$ cat config.mk
export PLATFORM = sky130hd
export DESIGN_NAME = dle_stx_etx_frame_receiver_flat
export DESIGN_NICKNAME = d
export VERILOG_FILES = /design/src/design/dsefr_pkg.sv /design/src/design/dsefr_in_if.sv /design/src/design/dsefr_out_if.sv /design/src/design/dle_stx_etx_frame_receiver.sv /design/src/flat_wrapper.sv
export SDC_FILE = /design/constraint.sdc
export NUM_CORES = 1
export LEC_CHECK = 0
export ABC_AREA = 1
export BUFFER_PORTS_ARGS = -buffer_cell sky130_fd_sc_hd__buf_4
export CAP_MARGIN = 5
export CORE_ASPECT_RATIO = 0.5
export CORE_UTILIZATION = 42
export CTS_CLUSTER_DIAMETER = 60
export DETAILED_ROUTE_END_ITERATION = 16
export GPL_ROUTABILITY_DRIVEN = 0
export GPL_TIMING_DRIVEN = 0
export HOLD_SLACK_MARGIN = 0.06
export PLACE_DENSITY = 0.75
export SETUP_SLACK_MARGIN = 0.4
export SLEW_MARGIN = 20
export SYNTH_ARGS = -nofsm -noshare
export SYNTH_HDL_FRONTEND = slang
export SYNTH_SLANG_ARGS = --single-unit
$ cat constraint.sdc
create_clock -name clk_i -period 3.19 [get_ports clk_i]
set_input_delay 0.319 -clock clk_i [delete_from_list [all_inputs] [get_ports clk_i]]
set_output_delay 0.319 -clock clk_i [all_outputs]
set_load 0.03 [all_outputs]
$ cat src/design/dsefr_pkg.sv
package dsefr_pkg;

  localparam logic [7:0] CH_STX = 8'h02;
  localparam logic [7:0] CH_ETX = 8'h03;
  localparam logic [7:0] CH_DLE = 8'h10;

  localparam int unsigned CountW = 17;
  localparam logic [CountW-1:0] COUNT_MAX = {CountW{1'b1}};

  localparam logic [15:0] MAX_PAYLOAD_RST = 16'd256;

  // APB word index of the only register
  localparam logic REG_MAX_PAYLOAD = 1'b0;

  typedef enum logic [1:0] {
    PH_IDLE = 2'd0,
    PH_STX  = 2'd1,
    PH_DATA = 2'd2,
    PH_ESC  = 2'd3
  } phase_e;

  typedef enum logic [3:0] {
    EV_NONE    = 4'd0,
    EV_DATA    = 4'd1,
    EV_DONE    = 4'd2,
    EV_NOSTX   = 4'd3,
    EV_NOBUF   = 4'd4,
    EV_OVF     = 4'd5,
    EV_RESTART = 4'd6,
    EV_BADESC  = 4'd7,
    EV_LINE    = 4'd8
  } event_e;

  // clamp a 17-bit count to 16 bits
  function automatic logic [15:0] sat16(input logic [CountW-1:0] v);
    logic [15:0] r;
    r = v[CountW-1] ? 16'hFFFF : v[15:0];
    return r;
  endfunction

endpackage

$ cat src/design/dsefr_in_if.sv
interface dsefr_in_if;
  logic       valid;
  logic       ready;
  logic       kind;
  logic [7:0] rx_byte;
  logic       buffer_available;

  modport source (output valid, kind, rx_byte, buffer_available, input ready);
  modport sink   (input valid, kind, rx_byte, buffer_available, output ready);
endinterface

$ cat src/design/dsefr_out_if.sv
interface dsefr_out_if;
  logic        valid;
  logic        ready;
  logic [3:0]  event_res;
  logic [7:0]  data_byte;
  logic [15:0] position;
  logic [15:0] frame_length;

  modport source (output valid, event_res, data_byte, position, frame_length, input ready);
  modport sink   (input valid, event_res, data_byte, position, frame_length, output ready);
endinterface

$ cat src/design/dle_stx_etx_frame_receiver.sv
// Channel    Dir  Handshake      Word
// words_i    in   valid/ready    kind, rx_byte, buffer_available
// results_o  out  valid/ready    event_res, data_byte, position, frame_length
// apb        in   psel/penable   max_payload at byte address 0
//
// One result word per input word, registered and shown in the cycle after acceptance.
// Sustained rate one word per clock while results are taken: the receiver state
// and the result register both update at the accepting edge.
// The result register frees itself when taken, so words_i stays ready while
// results_o is being read in the same cycle; it stalls only on a held result.
// rst_ni (async, low) returns the receiver to waiting for DLE, releases the
// buffer, clears the count and sets max_payload to 256.
module dle_stx_etx_frame_receiver (
  input  logic          clk_i,
  input  logic          rst_ni,
  dsefr_in_if.sink      words_i,
  dsefr_out_if.source   results_o,
  input  logic          psel,
  input  logic          penable,
  input  logic          pwrite,
  input  logic [2:0]    paddr,
  input  logic [31:0]   pwdata,
  output logic [31:0]   prdata,
  output logic          pready
);

  // ---- configuration ----
  logic [15:0] max_payload_q;
  logic        cfg_wr;

  assign pready = 1'b1;
  assign cfg_wr = psel && penable && pwrite && (paddr[2] == dsefr_pkg::REG_MAX_PAYLOAD);
  assign prdata = (paddr[2] == dsefr_pkg::REG_MAX_PAYLOAD) ? {16'd0, max_payload_q} : 32'd0;

  always_ff @(posedge clk_i or negedge rst_ni) begin
    if (!rst_ni) begin
      max_payload_q <= dsefr_pkg::MAX_PAYLOAD_RST;
    end else if (cfg_wr) begin
      max_payload_q <= pwdata[15:0];
    end
  end

  // ---- receiver state ----
  dsefr_pkg::phase_e phase_q, phase_d;
  logic                          holds_q, holds_d;
  logic [dsefr_pkg::CountW-1:0]  count_q, count_d;
  logic [dsefr_pkg::CountW-1:0]  count_inc;
  logic                          store_ok;
  logic                          holds_stx;
  logic                          accept;
  logic                          in_ready;

  // result register
  logic        res_valid_q;
  logic [3:0]  res_event_q,  res_event_d;
  logic [7:0]  res_data_q,   res_data_d;
  logic [15:0] res_pos_q,    res_pos_d;
  logic [15:0] res_len_q,    res_len_d;

  assign in_ready      = !res_valid_q || results_o.ready;
  assign words_i.ready = in_ready;
  assign accept        = words_i.valid && in_ready;

  // saturating increment, then the limit check on the new count
  assign count_inc = (count_q == dsefr_pkg::COUNT_MAX) ? count_q
                                                      : count_q + {{(dsefr_pkg::CountW-1){1'b0}}, 1'b1};
  assign store_ok  = count_inc <= {1'b0, max_payload_q};
  // buffer held after an STX: keep one, else try to take one
  assign holds_stx = holds_q || words_i.buffer_available;

  // next state
  always_comb begin
    phase_d = phase_q;
    holds_d = holds_q;
    count_d = count_q;
    if (words_i.kind) begin
      phase_d = dsefr_pkg::PH_IDLE;
    end else begin
      unique case (phase_q)
        dsefr_pkg::PH_IDLE: begin
          if (words_i.rx_byte == dsefr_pkg::CH_DLE) phase_d = dsefr_pkg::PH_STX;
        end
        dsefr_pkg::PH_STX: begin
          if (words_i.rx_byte == dsefr_pkg::CH_STX) begin
            holds_d = holds_stx;
            if (holds_stx) begin
              count_d = '0;
              phase_d = dsefr_pkg::PH_DATA;
            end else begin
              phase_d = dsefr_pkg::PH_IDLE;
            end
          end else begin
            phase_d = dsefr_pkg::PH_IDLE;
          end
        end
        dsefr_pkg::PH_DATA: begin
          if (words_i.rx_byte == dsefr_pkg::CH_DLE) begin
            phase_d = dsefr_pkg::PH_ESC;
          end else begin
            count_d = count_inc;
            if (!store_ok) phase_d = dsefr_pkg::PH_IDLE;
          end
        end
        dsefr_pkg::PH_ESC: begin
          phase_d = dsefr_pkg::PH_DATA;
          if (words_i.rx_byte == dsefr_pkg::CH_STX) begin
            count_d = '0;          // restart inside a frame
          end else if (words_i.rx_byte == dsefr_pkg::CH_ETX) begin
            holds_d = 1'b0;        // buffer handed over
            phase_d = dsefr_pkg::PH_IDLE;
          end else if (words_i.rx_byte == dsefr_pkg::CH_DLE) begin
            count_d = count_inc;   // stuffed DLE
            if (!store_ok) phase_d = dsefr_pkg::PH_IDLE;
          end else begin
            phase_d = dsefr_pkg::PH_IDLE;
          end
        end
        default: phase_d = dsefr_pkg::PH_IDLE;
      endcase
    end
  end

  // result word
  always_comb begin
    res_event_d = dsefr_pkg::EV_NONE;
    res_data_d  = 8'd0;
    res_pos_d   = 16'd0;
    res_len_d   = 16'd0;
    if (words_i.kind) begin
      res_event_d = dsefr_pkg::EV_LINE;
    end else begin
      unique case (phase_q)
        dsefr_pkg::PH_IDLE: ;
        dsefr_pkg::PH_STX: begin
          if (words_i.rx_byte != dsefr_pkg::CH_STX) res_event_d = dsefr_pkg::EV_NOSTX;
          else if (!holds_stx)                     res_event_d = dsefr_pkg::EV_NOBUF;
        end
        dsefr_pkg::PH_DATA: begin
          if (words_i.rx_byte != dsefr_pkg::CH_DLE) begin
            if (store_ok) begin
              res_event_d = dsefr_pkg::EV_DATA;
              res_data_d  = words_i.rx_byte;
              res_pos_d   = dsefr_pkg::sat16(count_inc - {{(dsefr_pkg::CountW-1){1'b0}}, 1'b1});
            end else begin
              res_event_d = dsefr_pkg::EV_OVF;
            end
          end
        end
        dsefr_pkg::PH_ESC: begin
          if (words_i.rx_byte == dsefr_pkg::CH_STX) begin
            res_event_d = dsefr_pkg::EV_RESTART;
          end else if (words_i.rx_byte == dsefr_pkg::CH_ETX) begin
            res_event_d = dsefr_pkg::EV_DONE;
            res_len_d   = dsefr_pkg::sat16(count_q);
          end else if (words_i.rx_byte == dsefr_pkg::CH_DLE) begin
            if (store_ok) begin
              res_event_d = dsefr_pkg::EV_DATA;
              res_data_d  = dsefr_pkg::CH_DLE;
              res_pos_d   = dsefr_pkg::sat16(count_inc - {{(dsefr_pkg::CountW-1){1'b0}}, 1'b1});
            end else begin
              res_event_d = dsefr_pkg::EV_OVF;
            end
          end else begin
            res_event_d = dsefr_pkg::EV_BADESC;
          end
        end
        default: res_event_d = dsefr_pkg::EV_NONE;
      endcase
    end
  end

  // control registers
  always_ff @(posedge clk_i or negedge rst_ni) begin
    if (!rst_ni) begin
      phase_q     <= dsefr_pkg::PH_IDLE;
      holds_q     <= 1'b0;
      count_q     <= '0;
      res_valid_q <= 1'b0;
    end else begin
      if (accept) begin
        phase_q <= phase_d;
        holds_q <= holds_d;
        count_q <= count_d;
      end
      if (accept)                res_valid_q <= 1'b1;
      else if (results_o.ready)  res_valid_q <= 1'b0;
    end
  end

  // result payload, no reset needed
  always_ff @(posedge clk_i) begin
    if (accept) begin
      res_event_q <= res_event_d;
      res_data_q  <= res_data_d;
      res_pos_q   <= res_pos_d;
      res_len_q   <= res_len_d;
    end
  end

  assign results_o.valid        = res_valid_q;
  assign results_o.event_res    = res_event_q;
  assign results_o.data_byte    = res_data_q;
  assign results_o.position     = res_pos_q;
  assign results_o.frame_length = res_len_q;

  // ---- checks ----
  // never overwrite a result that is still held
  a_no_overwrite: assert property (@(posedge clk_i) disable iff (!rst_ni)
    (res_valid_q && !results_o.ready) |-> !in_ready)
    else $error("input taken while result held");

  // a line error always reports as such on the next result
  a_line_err: assert property (@(posedge clk_i) disable iff (!rst_ni)
    (accept && words_i.kind) |=>
      (results_o.valid && results_o.event_res == dsefr_pkg::EV_LINE
       && phase_q == dsefr_pkg::PH_IDLE))
    else $error("line error not reported");

  // a data offset always lies below the payload limit
  a_pos_limit: assert property (@(posedge clk_i) disable iff (!rst_ni)
    (results_o.valid && results_o.event_res == dsefr_pkg::EV_DATA)
      |-> (results_o.position < max_payload_q))
    else $error("data offset beyond max_payload");

  // frame end releases the buffer
  a_done_release: assert property (@(posedge clk_i) disable iff (!rst_ni)
    (accept && res_event_d == dsefr_pkg::EV_DONE) |=> (!holds_q && phase_q == dsefr_pkg::PH_IDLE))
    else $error("buffer kept after frame end");

endmodule
$ cat src/flat_wrapper.sv
// flat-port wrapper written by rule: the top's interface ports become plain ports
module dle_stx_etx_frame_receiver_flat 
  (clk_i, rst_ni, psel, penable, pwrite, paddr, pwdata, prdata, pready, words_i_valid, words_i_kind, words_i_rx_byte, words_i_buffer_available, words_i_ready, results_o_valid, results_o_event_res, results_o_data_byte, results_o_position, results_o_frame_length, results_o_ready);
  dsefr_in_if words_i_i ();
  dsefr_out_if results_o_i ();
  input  logic clk_i;
  input  logic rst_ni;
  input  logic psel;
  input  logic penable;
  input  logic pwrite;
  input  logic [2:0] paddr;
  input  logic [31:0] pwdata;
  output logic [31:0] prdata;
  output logic pready;
  input wire logic [$bits(words_i_i.valid)-1:0] words_i_valid;
  input wire logic [$bits(words_i_i.kind)-1:0] words_i_kind;
  input wire logic [$bits(words_i_i.rx_byte)-1:0] words_i_rx_byte;
  input wire logic [$bits(words_i_i.buffer_available)-1:0] words_i_buffer_available;
  output wire logic [$bits(words_i_i.ready)-1:0] words_i_ready;
  output wire logic [$bits(results_o_i.valid)-1:0] results_o_valid;
  output wire logic [$bits(results_o_i.event_res)-1:0] results_o_event_res;
  output wire logic [$bits(results_o_i.data_byte)-1:0] results_o_data_byte;
  output wire logic [$bits(results_o_i.position)-1:0] results_o_position;
  output wire logic [$bits(results_o_i.frame_length)-1:0] results_o_frame_length;
  input wire logic [$bits(results_o_i.ready)-1:0] results_o_ready;
  assign words_i_i.valid = words_i_valid;
  assign words_i_i.kind = words_i_kind;
  assign words_i_i.rx_byte = words_i_rx_byte;
  assign words_i_i.buffer_available = words_i_buffer_available;
  assign words_i_ready = words_i_i.ready;
  assign results_o_valid = results_o_i.valid;
  assign results_o_event_res = results_o_i.event_res;
  assign results_o_data_byte = results_o_i.data_byte;
  assign results_o_position = results_o_i.position;
  assign results_o_frame_length = results_o_i.frame_length;
  assign results_o_i.ready = results_o_ready;
  dle_stx_etx_frame_receiver u_core (.clk_i(clk_i), .rst_ni(rst_ni), .words_i(words_i_i), .results_o(results_o_i), .psel(psel), .penable(penable), .pwrite(pwrite), .paddr(paddr), .pwdata(pwdata), .prdata(prdata), .pready(pready));
endmodule
# Yosys cells after proc, flatten, opt, wreduce, memory -nomap -nowiden
# Cells that the tools add are included.
# classes
n_reduce_logical	15
add_sub_neg	2
order_cmp	1
mux	49
n_bitwise	4
n_eq_ne	18
# op_table
cell	count
2-to-1 mux 16 bit	8
2-to-1 mux 17 bit	7
one-hot mux 17 bit (3 select lines)	1
2-to-1 mux 8 bit	5
one-hot mux 16 bit (2 select lines)	1
2-to-1 mux 2 bit	10
adder 17 x 1 -> 17 bit (second input constant)	1
== test 17 bit (second input constant)	1
less-or-equal comparator 17 x 16 -> 1 bit	1
subtractor 17 x 1 -> 17 bit (second input constant)	1
== test 8 x 2 -> 1 bit (second input constant)	2
2-to-1 mux 4 bit	4
one-hot mux 8 bit (2 select lines)	1
one-hot mux 4 bit (3 select lines)	1
2-to-1 mux 3 bit	3
== test 8 x 5 -> 1 bit (second input constant)	1
!= test 8 x 2 -> 1 bit (second input constant)	1
!= test 8 x 5 -> 1 bit (second input constant)	1
one-hot mux 2 bit (4 select lines)	1
AND reduction 8 bit	1
!= test 2 x 1 -> 1 bit (second input constant)	3
!= test 3 x 2 -> 1 bit (second input constant)	2
AND reduction 6 bit	1
2-to-1 mux 1 bit	5
16 further kinds	26
# word_totals
reg_bits	81
elab_cells	98

# Depth between registers and ports, before layout
# Gate-level depths: netlist of the first run.
# depth
depth_word	9
ltp_mapped	23

# Least setup slack after synthesis of the first run
# Ideal clock, no wire load.
# synth_timing
path_kind	reg2reg
from	register u_core.count_q[0] (netlist bit)
to	register u_core.res_pos_q[0], in the netlist u_core.results_o.position[0], data pin
path_stages_with_launch	17
arrival_ps	2819
setup_time_ps	138
path_slack_ps	233
n_path_buf	2
cell_sequence	dfrtp_1 > ha_1 > nand3_2 > nor2_4 > nand3_4 > buf_6 > inv_2 > nor2_1 > inv_1 > ha_1 > nand3_1 > nor3_1 > or3b_4 > nand2_4 > nand4_4 > buf_6 > nor2_1
# synth_between
elab_chain_len	9
# synth_lines
element	line_no	source
from (decl)	dle_stx_etx_frame_receiver.sv:46	logic [dsefr_pkg::CountW-1:0] count_q, count_d;
from (signal assigned)	dle_stx_etx_frame_receiver.sv:183	count_q <= count_d;
adder 17 x 1 -> 17 bit / == test 17 bit (equally long branches)	dle_stx_etx_frame_receiver.sv:66, dle_stx_etx_frame_receiver.sv:65	
2-to-1 mux 17 bit (*)	dle_stx_etx_frame_receiver.sv:65	assign count_inc = (count_q == dsefr_pkg::COUNT_MAX) ? count_q
subtractor 17 x 1 -> 17 bit	dle_stx_etx_frame_receiver.sv:143, dle_stx_etx_frame_receiver.sv:159	
2-to-1 mux 16 bit	dsefr_pkg.sv:37	r = v[CountW-1] ? 16'hFFFF : v[15:0];
2-to-1 mux 16 bit (*)	dle_stx_etx_frame_receiver.sv:140, dle_stx_etx_frame_receiver.sv:156	
2-to-1 mux 16 bit	dle_stx_etx_frame_receiver.sv:155	end else if (words_i.rx_byte == dsefr_pkg::CH_DLE) begin
2-to-1 mux 16 bit	dle_stx_etx_frame_receiver.sv:152	end else if (words_i.rx_byte == dsefr_pkg::CH_ETX) begin
2-to-1 mux 16 bit	dle_stx_etx_frame_receiver.sv:150	if (words_i.rx_byte == dsefr_pkg::CH_STX) begin
one-hot mux 16 bit (2 select lines) (*)	dle_stx_etx_frame_receiver.sv:132	unique case (phase_q)
to (signal assigned)	dle_stx_etx_frame_receiver.sv:195	res_pos_q <= res_pos_d;
to (decl)	dle_stx_etx_frame_receiver.sv:57	logic [15:0] res_pos_q, res_pos_d;
# Every way passes the cells marked *; elsewhere a longest branch is shown, timed or not.
# A chain may end at the register's enable or synchronous reset.

# Worst setup path in the final report of the first run
# layout_timing
from	register u_core.count_q[0] (netlist bit)
to	register u_core.res_pos_q[4], in the netlist u_core.results_o.position[4], data pin
# Same word-level chain as after synthesis.

==> results of run 1 <==
## metal layers
metal,vias up,part of all wire,global-route usage
met5,-,0,0
met4,0,0.020,0.0840
met3,33,0.090,0.0620
met2,244,0.44,0.346
met1,2075,0.45,0.289
li1,2126,-,-
## what timing repair did
action,CTS,global route
pin swaps,26,16
endpoints found under the setup margin,27,37
hold buffers,1,0
setup buffers,17,6
hold endpoints to repair,36,0
gates cloned,2,1
resized for setup,47,33
## path summary, 6_finish.rpt
path	from	endpoint	slack [ns]	cells after the start
worst max register to register	u_core.count_q[0]	u_core.results_o.position[4]	0.08	14
worst min register to register	u_core.holds_q	u_core.holds_q	0.49	2
min in group asynchronous	rst_ni	u_core.results_o.valid	0.49	2
worst max-delay path	u_core.count_q[0]	u_core.results_o.position[4]	0.08	14
max in group asynchronous	rst_ni	u_core.max_payload_q[8]	2.31	2
worst min-delay path	words_i_kind	u_core.results_o.event_res[3]	0.21	1
## cells by family after synthesis
| group | synth area share |
|---|---|
| and+or+nand+nor | 0.243 |
| AOI/OAI and AO/OA | 0.0906 |
| adders and majority gates | 0.0439 |
| buffers and inverters | 0.112 |
| other | 0.00155 |
| DFF | 0.464 |
| xor gates and xnor gates | 0.0449 |
## per-stage QoR
stage | TNS (ns) | util
floorplan | 0 | -
CTS | 0 | 0.583
global route | -0.0912 | 0.600
global placement | -0.114 | 0.523
finish | 0 | 0.600
detailed placement | -0.0492 | 0.523
## Yosys cell counts, types with 3 or more instances
cell and instances:
edfxtp_1 44, nor3_1 11, ha_1 17, inv_2 7, clkbuf_1 8, buf_2 3, nand2_1 75, nor2_4 3
nor4_1 3, o21ai_0 7, dfrtp_1 36, nand4_1 7, inv_1 82, nand2_2 6, o22ai_1 16, nor2_1 98
buf_4 17, nand3_1 21, xor2_1 22, nand3_2 6, a21oi_1 48
## final cells by class
type                       count  area (um2)  share of cell area
multi-input combinational    381        2430               0.365
sequential                    81        2250               0.338
timing repair buffer         120         956               0.143
inverter                      92         360              0.0540
clock buffer                  13         270              0.0405
buffer                        30         199              0.0298
tap                          145         181              0.0272
clock inverter                 3        13.8             0.00206
timing repair inverter         1        5.00            0.000750
## power by group through the flow
| stage | combinational [mW] | clock [mW] | sequential [mW] |
|---|---|---|---|
| 2_1_floorplan | 1.14 | 0 | 1.44 |
| 3_3_place_gp | 1.57 | 0 | 1.40 |
| 6_report | 2.00 | 0.981 | 1.40 |
| 4_1_cts | 1.82 | 0.998 | 1.39 |
| 3_5_place_dp | 1.62 | 0 | 1.40 |
| 5_1_grt | 2.18 | 1.03 | 1.41 |
## sequential cells by signal, indices dropped and copies added, names as in the netlist
signal and flops:
u_core.count_q 17, u_core.max_payload_q 16, u_core.results_o.frame_length 16, u_core.results_o.position 16, u_core.results_o.data_byte 8, u_core.results_o.event_res 4, u_core.phase_q 2, u_core.holds_q 1
u_core.results_o.valid 1
## critical path, stage by stage (launching register included)
cell     delay, ns
dfrtp_1       0.40
ha_4          0.18
nand3_4       0.10
nor2_4        0.21
nand3_4       0.15
buf_6         0.17
buf_4         0.15
o21ai_1       0.31
ha_1          0.21
nand3_2       0.08
or3b_4        0.45
nand2_4       0.13
nand4_4       0.13
buf_12        0.18
a21oi_2       0.11
==> flow_summary.json, run 1 <==
{
  "status": "completed",
  "yosys-top-cells-area": "edfxtp_1, dfrtp_1, nor2_1",
  "worst_pin_slew_ns": 1.03,
  "period_minus_slack_ns": 3.11,
  "synth_seq_cells": 81,
  "syn_inst": 569,
  "layout-drive-gt1-share": 0.354,
  "finClkSkew_ns": 0.00708,
  "drc": 0,
  "dieArea_um2": 12000,
  "htree_levels": 3,
  "drv_cap": 0,
  "final_cell_mix": "buf_4, nor2_1, inv_1",
  "ir_drop_v": 0.000262,
  "period_share": 0.975,
  "grt_pass1_vias": 4325,
  "swShare": 0.414,
  "yosys_most_used_dff": "edfxtp_1",
  "power_mw": 4.38,
  "seq_area_frac_synth": 0.464,
  "synth_largest_area_cell": "edfxtp_1",
  "yosys_warnings": 0,
  "core-area_um2": 11100,
  "syn_avg_cell_area_um2": 8.52,
  "yosysTopAreaCellShare": 0.273,
  "layout.cells.non_filler": 866,
  "power_density_nw_per_um2": 657,
  "first_pass_iters": 6,
  "dp_hpwl_mm": 8.96,
  "wire_per_inst_um": 15.0,
  "grt-ovfl-total": 0,
  "worstSetupPathType": "flop to flop",
  "clockBufferDepth": 2,
  "diodes": 0,
  "num_rows": 27,
  "cp_max_fo": 7,
  "grt_pass1_wl_mm": 20.6,
  "synth_enable_flop_cells": 44,
  "nets": 785,
  "cts_sinks": 81,
  "grt_max_degree": 47,
  "cts_tree": "done",
  "place_ws_ns": -0.0368,
  "final_common_cell": "buf_4",
  "whs_ns": 0.206,
  "power.internal_mw": 2.57,
  "crit_required_ns": 3.38,
  "hold_class": "primary input to flop",
  "power.switching_mw": 1.81,
  "clkTransAtPathRegs_ns": 0.06,
  "setup_violations": 0,
  "cts-root-buf": "clkbuf_16",
  "rsz0062_at_grt": "true",
  "ios": 131,
  "p_seq_frac": 0.319,
  "vias": 4478,
  "wl_mm": 13.0,
  "leakagePower_nw": 3.12,
  "combPwrFrac": 0.457,
  "critPathLaunchType": "flop",
  "syn_area_um2": 4850,
  "io_buffers": 94,
  "track_usage": 0.220,
  "antenna_found_initial": 0,
  "clk_latency_ns": 0.34,
  "vias_per_cell": 5.17,
  "hold_violations": 0,
  "timing.final.ws_setup_ns": 0.0809,
  "slew_headroom": 0.306,
  "ant_nets": 0,
  "endpoint_kind": "flop",
  "chipHeight_um": 78.0,
  "die_x_um": 154,
  "clkPwrFrac": 0.224,
  "clock.fmax_ghz": 0.322,
  "dp_cells": 823,
  "initial_core_util": 0.436,
  "nFillCells": 920,
  "drv_slew": 0,
  "area_delta_synth_final_pct": 37.6,
  "drt_iter0_markers": 303,
  "async_flop_share": 0.457,
  "crit_arrival_ns": 3.30,
  "synth_cell_types": 45,
  "cts-buffers-inserted": 9,
  "place_area_um2": 5820,
  "final_area_um2": 6670
}
Note: power is estimated with default switching activity, not from simulation.
==> inputs of run 2 (changes only) <==
--- a/config.mk
+++ b/config.mk
@@ -5,7 +5,6 @@
 export SDC_FILE = /design/constraint.sdc
 export NUM_CORES = 1
 export LEC_CHECK = 0
-export ABC_AREA = 1
 export BUFFER_PORTS_ARGS = -buffer_cell sky130_fd_sc_hd__buf_4
 export CAP_MARGIN = 5
 export CORE_ASPECT_RATIO = 0.5
==> flow_summary.json, run 2 <==
{
  "crit_required_ns": 3.24,
  "synth_enable_flop_cells": 44,
  "hold_class": "primary input to flop",
  "utilization": 0.635,
  "cts_tree": "done",
  "clockBufferDepth": 2,
  "grtUsageMet3": 0.0603,
  "dieArea_um2": 11900,
  "final_area_um2": 7020,
  "critPathLaunchType": "flop",
  "power.switching_mw": 0.882,
  "chipHeight_um": 77.5,
  "hold_violations": 0,
  "nets": 716,
  "p_seq_frac": 0.406,
  "cts-root-buf": "clkbuf_16",
  "worstSetupPathType": "flop to flop",
  "layout-drive-gt1-share": 0.452,
  "drv_slew": 0,
  "num_rows": 27,
  "rsz0062_at_grt": "true",
  "top_register": "u_core.count_q",
  "cts-buffers-inserted": 9,
  "grt_pass1_vias": 4063,
  "seqCellArea_um2": 2260,
  "track_usage": 0.226,
  "layout.cells.non_filler": 797,
  "wl_mm": 13.3,
  "first_pass_iters": 4,
  "synth_largest_area_cell": "edfxtp_1",
  "core-area_um2": 11000,
  "dp_hpwl_mm": 8.40,
  "power_mw": 3.00,
  "clock.fmax_ghz": 0.275,
  "period_minus_slack_ns": 3.64,
  "ant_nets": 0,
  "crit_arrival_ns": 3.69,
  "final_cell_mix": "buf_4, edfxtp_1, nor2_1",
  "dp_cells": 727,
  "grt-ovfl-total": 0,
  "final_common_cell": "buf_4",
  "syn_avg_cell_area_um2": 10.1,
  "drv_cap": 0,
  "period_share": 1.14,
  "largest_reg_flops": 17,
  "wire_per_inst_um": 16.7,
  "synth_cell_types": 70,
  "power.internal_mw": 2.12,
  "initial_core_util": 0.433,
  "syn_inst": 473,
  "io_buffers": 94,
  "synth.cells.most_frequent": "edfxtp_1, nor2_1, dfrtp_1, inv_1, nand2_1",
  "clkPwrFrac": 0.343,
  "cts_sinks": 81,
  "setup_violations": 26,
  "finClkSkew_ns": 0.00883,
  "synth_seq_cells": 81,
  "worst_pin_slew_ns": 0.951,
  "antenna_found_initial": 0,
  "vias": 4290,
  "yosys_most_used_dff": "edfxtp_1",
  "slew_headroom": 0.364,
  "diodes": 0,
  "area_delta_synth_final_pct": 46.5,
  "gr-usage-met1": 0.304,
  "ir_drop_v": 0.000234,
  "seq_area_frac_synth": 0.470,
  "vias_per_cell": 5.38,
  "grt_util_met2": 0.356,
  "drt_iter0_markers": 246,
  "synth_most_common_cell": "edfxtp_1",
  "swShare": 0.294,
  "place_area_um2": 5810,
  "grt_busiest_layer": "met2",
  "nFillCells": 883,
  "leakagePower_nw": 3.07,
  "async_flop_share": 0.457,
  "grt_pass1_wl_mm": 20.7,
  "yosys_warnings": 0,
  "yosys-top-cells-area": "edfxtp_1, dfrtp_1, ha_1",
  "cp_max_fo": 6,
  "combPwrFrac": 0.252,
  "drc": 0,
  "multi_input_area_um2": 2660,
  "endpoint_kind": "flop",
  "ios": 131,
  "timing.final.ws_setup_ns": -0.452,
  "yosysTopAreaCellShare": 0.276,
  "status": "finished with violations",
  "final.setup.tns_ns": -10.03,
  "grt_max_degree": 38,
  "clkTransAtPathRegs_ns": 0.06,
  "syn_area_um2": 4790,
  "r2r_setup_slack_ns": -0.45,
  "power_density_nw_per_um2": 428,
  "die_x_um": 153,
  "violations": "negative setup slack",
  "htree_levels": 3,
  "clk_latency_ns": 0.34
}
-- run 2: cells by family (layout without fill, tap and decap cells) --
| group | after synthesis | after routing | share of synthesized area |
|---|---|---|---|
| simple gates | 157 | 157 | 0.184 |
| other cells | 2 | 17 | 0.00157 |
| flops | 81 | 81 | 0.470 |
| compound gates | 96 | 96 | 0.133 |
| xor+xnor | 25 | 25 | 0.0489 |
| buf+inv | 78 | 242 | 0.0789 |
| mux | 17 | 17 | 0.0397 |
| fa+ha+maj | 17 | 17 | 0.0444 |
-- run 2: through the flow --
stage | hold slack, ns | setup slack (ns)
detailed placement | 0.325 | -1.16
CTS | 0.161 | -0.478
global placement | 0.325 | -1.08
global route | 0.156 | -0.632
finish | 0.163 | -0.452
floorplan | 0.0234 | -0.425
-- run 2: final cells by class --
cell class | instances | area share
plain buffers | 43 | 0.0480
clock buffers | 11 | 0.0332
clock inverters | 5 | 0.00802
inverters | 35 | 0.0196
multi-input cells | 329 | 0.379
flip-flops and latches | 81 | 0.322
well taps | 145 | 0.0259
repair buffers | 147 | 0.163
repair inverters | 1 | 0.00107
-- run 2: power by group through the flow --
| stage | Sequential (mW) | Combinational [mW] | Clock, mW |
|---|---|---|---|
| 6_report | 1.22 | 0.756 | 1.03 |
| 3_3_place_gp | 1.24 | 0.580 | 0 |
| 3_5_place_dp | 1.24 | 0.596 | 0 |
| 2_1_floorplan | 1.28 | 0.366 | 0 |
| 5_1_grt | 1.23 | 0.808 | 1.09 |
| 4_1_cts | 1.22 | 0.702 | 1.04 |
-- run 2: final timing paths --
check	start	to	cells past startpoint
max in group asynchronous	rst_ni	u_core.count_q[14]	2
min reg2reg	u_core.max_payload_q[7]	u_core.max_payload_q[7]	1
min	words_i_kind	u_core.results_o.event_res[3]	1
max	u_core.count_q[0]	u_core.results_o.position[15]	13
max reg2reg	u_core.count_q[0]	u_core.results_o.position[15]	13
min in group asynchronous	rst_ni	u_core.results_o.valid	2
-- run 2: worst max-delay path: stages, from the launching register on --
cell	delay (ns)
dfrtp_2	0.43
ha_4	0.16
nand4_1	0.13
or4_4	0.49
mux2i_4	0.22
ha_2	0.22
inv_2	0.04
or4b_4	0.51
nor4_4	0.18
and3_1	0.21
buf_6	0.10
or4b_1	0.43
a21oi_1	0.16
a311oi_1	0.06
-- run 2: what timing repair did --
action                                 in CTS  in global routing
setup buffers                              46                  5
setup endpoints to repair                  28                 36
resized for setup                          73                 33
pin swaps                                  28                  9
hold buffers                                1                  0
endpoints found under the hold margin      36                  0
gates cloned                                2                  0
-- run 2: metal layers --
metal | share of wire | up-vias
li1 | - | 2004
met1 | 0.44 | 2049
met2 | 0.46 | 206
met3 | 0.080 | 31
met4 | 0.019 | 0
met5 | 0 | -
==> inputs of run 3 (changes only) <==
--- a/config.mk
+++ b/config.mk
@@ -7,14 +7,16 @@
 export LEC_CHECK = 0
 export BUFFER_PORTS_ARGS = -buffer_cell sky130_fd_sc_hd__buf_4
 export CAP_MARGIN = 5
+export CELL_PAD_IN_SITES_DETAIL_PLACEMENT = 0
+export CELL_PAD_IN_SITES_GLOBAL_PLACEMENT = 1
 export CORE_ASPECT_RATIO = 0.5
-export CORE_UTILIZATION = 42
+export CORE_UTILIZATION = 36
 export CTS_CLUSTER_DIAMETER = 60
 export DETAILED_ROUTE_END_ITERATION = 16
 export GPL_ROUTABILITY_DRIVEN = 0
 export GPL_TIMING_DRIVEN = 0
 export HOLD_SLACK_MARGIN = 0.06
-export PLACE_DENSITY = 0.75
+export PLACE_DENSITY = 0.82
 export SETUP_SLACK_MARGIN = 0.4
 export SLEW_MARGIN = 20
 export SYNTH_ARGS = -nofsm -noshare
==> flow_summary.json, run 3 (same netlist as run 2, synthesis figures left out) <==
{
  "ios": 131,
  "route.met3.wl_mm": 1.02,
  "crit_arrival_ns": 3.87,
  "wl_met2_mm": 5.91,
  "wl_met1_mm": 5.93,
  "wl_mm": 13.2,
  "grt_pass1_wl_mm": 20.1,
  "min_path_cells": 1,
  "r2r-start": "u_core.count_q[0]",
  "htree_levels": 3,
  "first_pass_iters": 4,
  "cts-buffers-inserted": 9,
  "status": "finished with violations",
  "timing.final.ws_setup_ns": -0.493,
  "vias_per_cell": 5.11,
  "dp_hpwl_mm": 8.50,
  "worst_pin_slew_ns": 1.08,
  "cts-root-buf": "clkbuf_16",
  "diodes": 0,
  "leakagePower_nw": 3.07,
  "final_common_cell": "buf_4",
  "power_density_nw_per_um2": 443,
  "drc": 0,
  "hold-path-endpoint": "u_core.results_o.event_res[3]",
  "finClkSkew_ns": 0.0101,
  "maxUsedRoutingLayer": "met4",
  "r2r_setup_slack_ns": -0.49,
  "period_share": 1.15,
  "drv_cap": 0,
  "hold_violations": 0,
  "multi_input_area_um2": 2660,
  "die_x_um": 165,
  "ant_nets": 0,
  "violations": "negative setup slack",
  "clock.fmax_ghz": 0.271,
  "wire_per_inst_um": 16.1,
  "clockBufferDepth": 2,
  "cp_max_fo": 5,
  "critPathLaunchType": "flop",
  "drt_iter0_markers": 280,
  "grt_pass1_vias": 3971,
  "nFillCells": 1058,
  "seqCellArea_um2": 2260,
  "clk_latency_ns": 0.34,
  "initial_core_util": 0.374,
  "dieArea_um2": 13800,
  "top_register": "u_core.count_q",
  "vias": 4166,
  "track_usage": 0.190,
  "num_rows": 29,
  "worstHoldStart": "words_i_kind",
  "crit_required_ns": 3.38,
  "grt-ovfl-total": 0,
  "hold_class": "primary input to flop",
  "final_cell_mix": "buf_4, edfxtp_1, nor2_1",
  "slew_headroom": 0.278,
  "crit_start": "u_core.count_q[0]",
  "place_ws_ns": -1.11,
  "final.setup.tns_ns": -11.43,
  "reg2reg_depth": 16,
  "clkTransAtPathRegs_ns": 0.07,
  "cts_sinks": 81,
  "io_buffers": 94,
  "r2r-end": "u_core.results_o.position[12]",
  "grt_max_degree": 48,
  "layout-drive-gt1-share": 0.439,
  "nets": 709,
  "drv_slew": 0,
  "setup_violations": 26,
  "cts_tree": "done",
  "core-area_um2": 12800,
  "largest_reg_flops": 17,
  "rsz0062_at_grt": "true",
  "period_minus_slack_ns": 3.68,
  "ir_drop_v": 0.000215,
  "area_delta_synth_final_pct": 47.3,
  "worstSetupPathType": "flop to flop",
  "antenna_found_initial": 0,
  "chipHeight_um": 83.6,
  "endpoint_kind": "flop"
}
-- run 3: cell types whose count changed in the layout (fill, tap and decap cells not counted), moves of 2 or more --
cell        delta
xnor2_1        +5
a21oi_4        -2
ha_4           +2
a21oi_1        +2
clkinvlp_4     -3
buf_6          +3
o21ai_0        -2
buf_4         -10
or2_4          +2
o21ai_1        +2
xnor2_2        -5
-- run 3: repair_timing --
item / CTS / global route
buffers inserted: 34 / 10
cloned: 1 / 1
resized for setup: 61 / 49
pin swaps: 22 / 28
hold endpoints to repair: 36 / 0
setup endpoints to repair: 26 / 38
hold buffers: 1 / 0
-- run 3: layout make-up --
type	instances	share of cell area
clock buffer	12	0.0380
sequential	81	0.320
multi-input combinational	329	0.377
timing repair inverter	1	0.000709
timing repair buffer	140	0.158
tap	170	0.0301
clock inverter	4	0.0105
inverter	35	0.0195
buffer	43	0.0459
-- run 3: report_power, final --
group          total, mW  switching, mW  internal [mW]  leakage [nW]
Sequential          1.21         0.0343           1.18         0.905
Clock               1.17          0.415          0.755         0.168
Combinational      0.745          0.416          0.328          1.99
Total               3.13          0.865           2.26          3.07
-- run 3: worst max path at each step --
stage | endpoint | slack, ns
2_1_floorplan | u_core.results_o.position[15] | -0.42
3_3_place_gp | u_core.results_o.position[12] | -1.13
3_5_place_dp | u_core.results_o.position[12] | -1.11
4_1_cts | u_core.results_o.position[15] | -0.54
5_1_grt | u_core.results_o.position[3] | -0.60
6_report | u_core.results_o.position[12] | -0.49
-- run 3: per-stage QoR --
step	std cells	cell area [um2]	util	total power, mW	hold slack [ns]
after floorplan	488	4930	-	1.65	0.0234
after global placement	752	5850	0.456	1.82	0.322
after detailed placement	752	5850	0.456	1.84	0.327
after CTS	804	6760	0.528	3.10	0.154
after global routing	815	7060	0.551	3.26	0.148
final	815	7060	0.551	3.13	0.159
-- run 3: layer usage --
layer | GRT usage | up-vias
met1 | 0.258 | 1965
met5 | 0 | -
met3 | 0.0492 | 32
li1 | - | 1985
met4 | 0.0517 | 0
met2 | 0.298 | 184
-- run 3: worst max-delay path: stages, from the launching register on --
cell       delay (ns)
dfrtp_2          0.40
ha_4             0.16
nand4_1          0.20
or4_4            0.51
mux2i_4          0.23
buf_6            0.14
inv_4            0.03
ha_4             0.20
nor2b_4          0.12
or3_1            0.36
o211a_1          0.15
o41ai_2          0.22
a21o_4           0.22
nand4_1          0.12
buf_6            0.19
clkbuf_16        0.16
a21oi_2          0.10
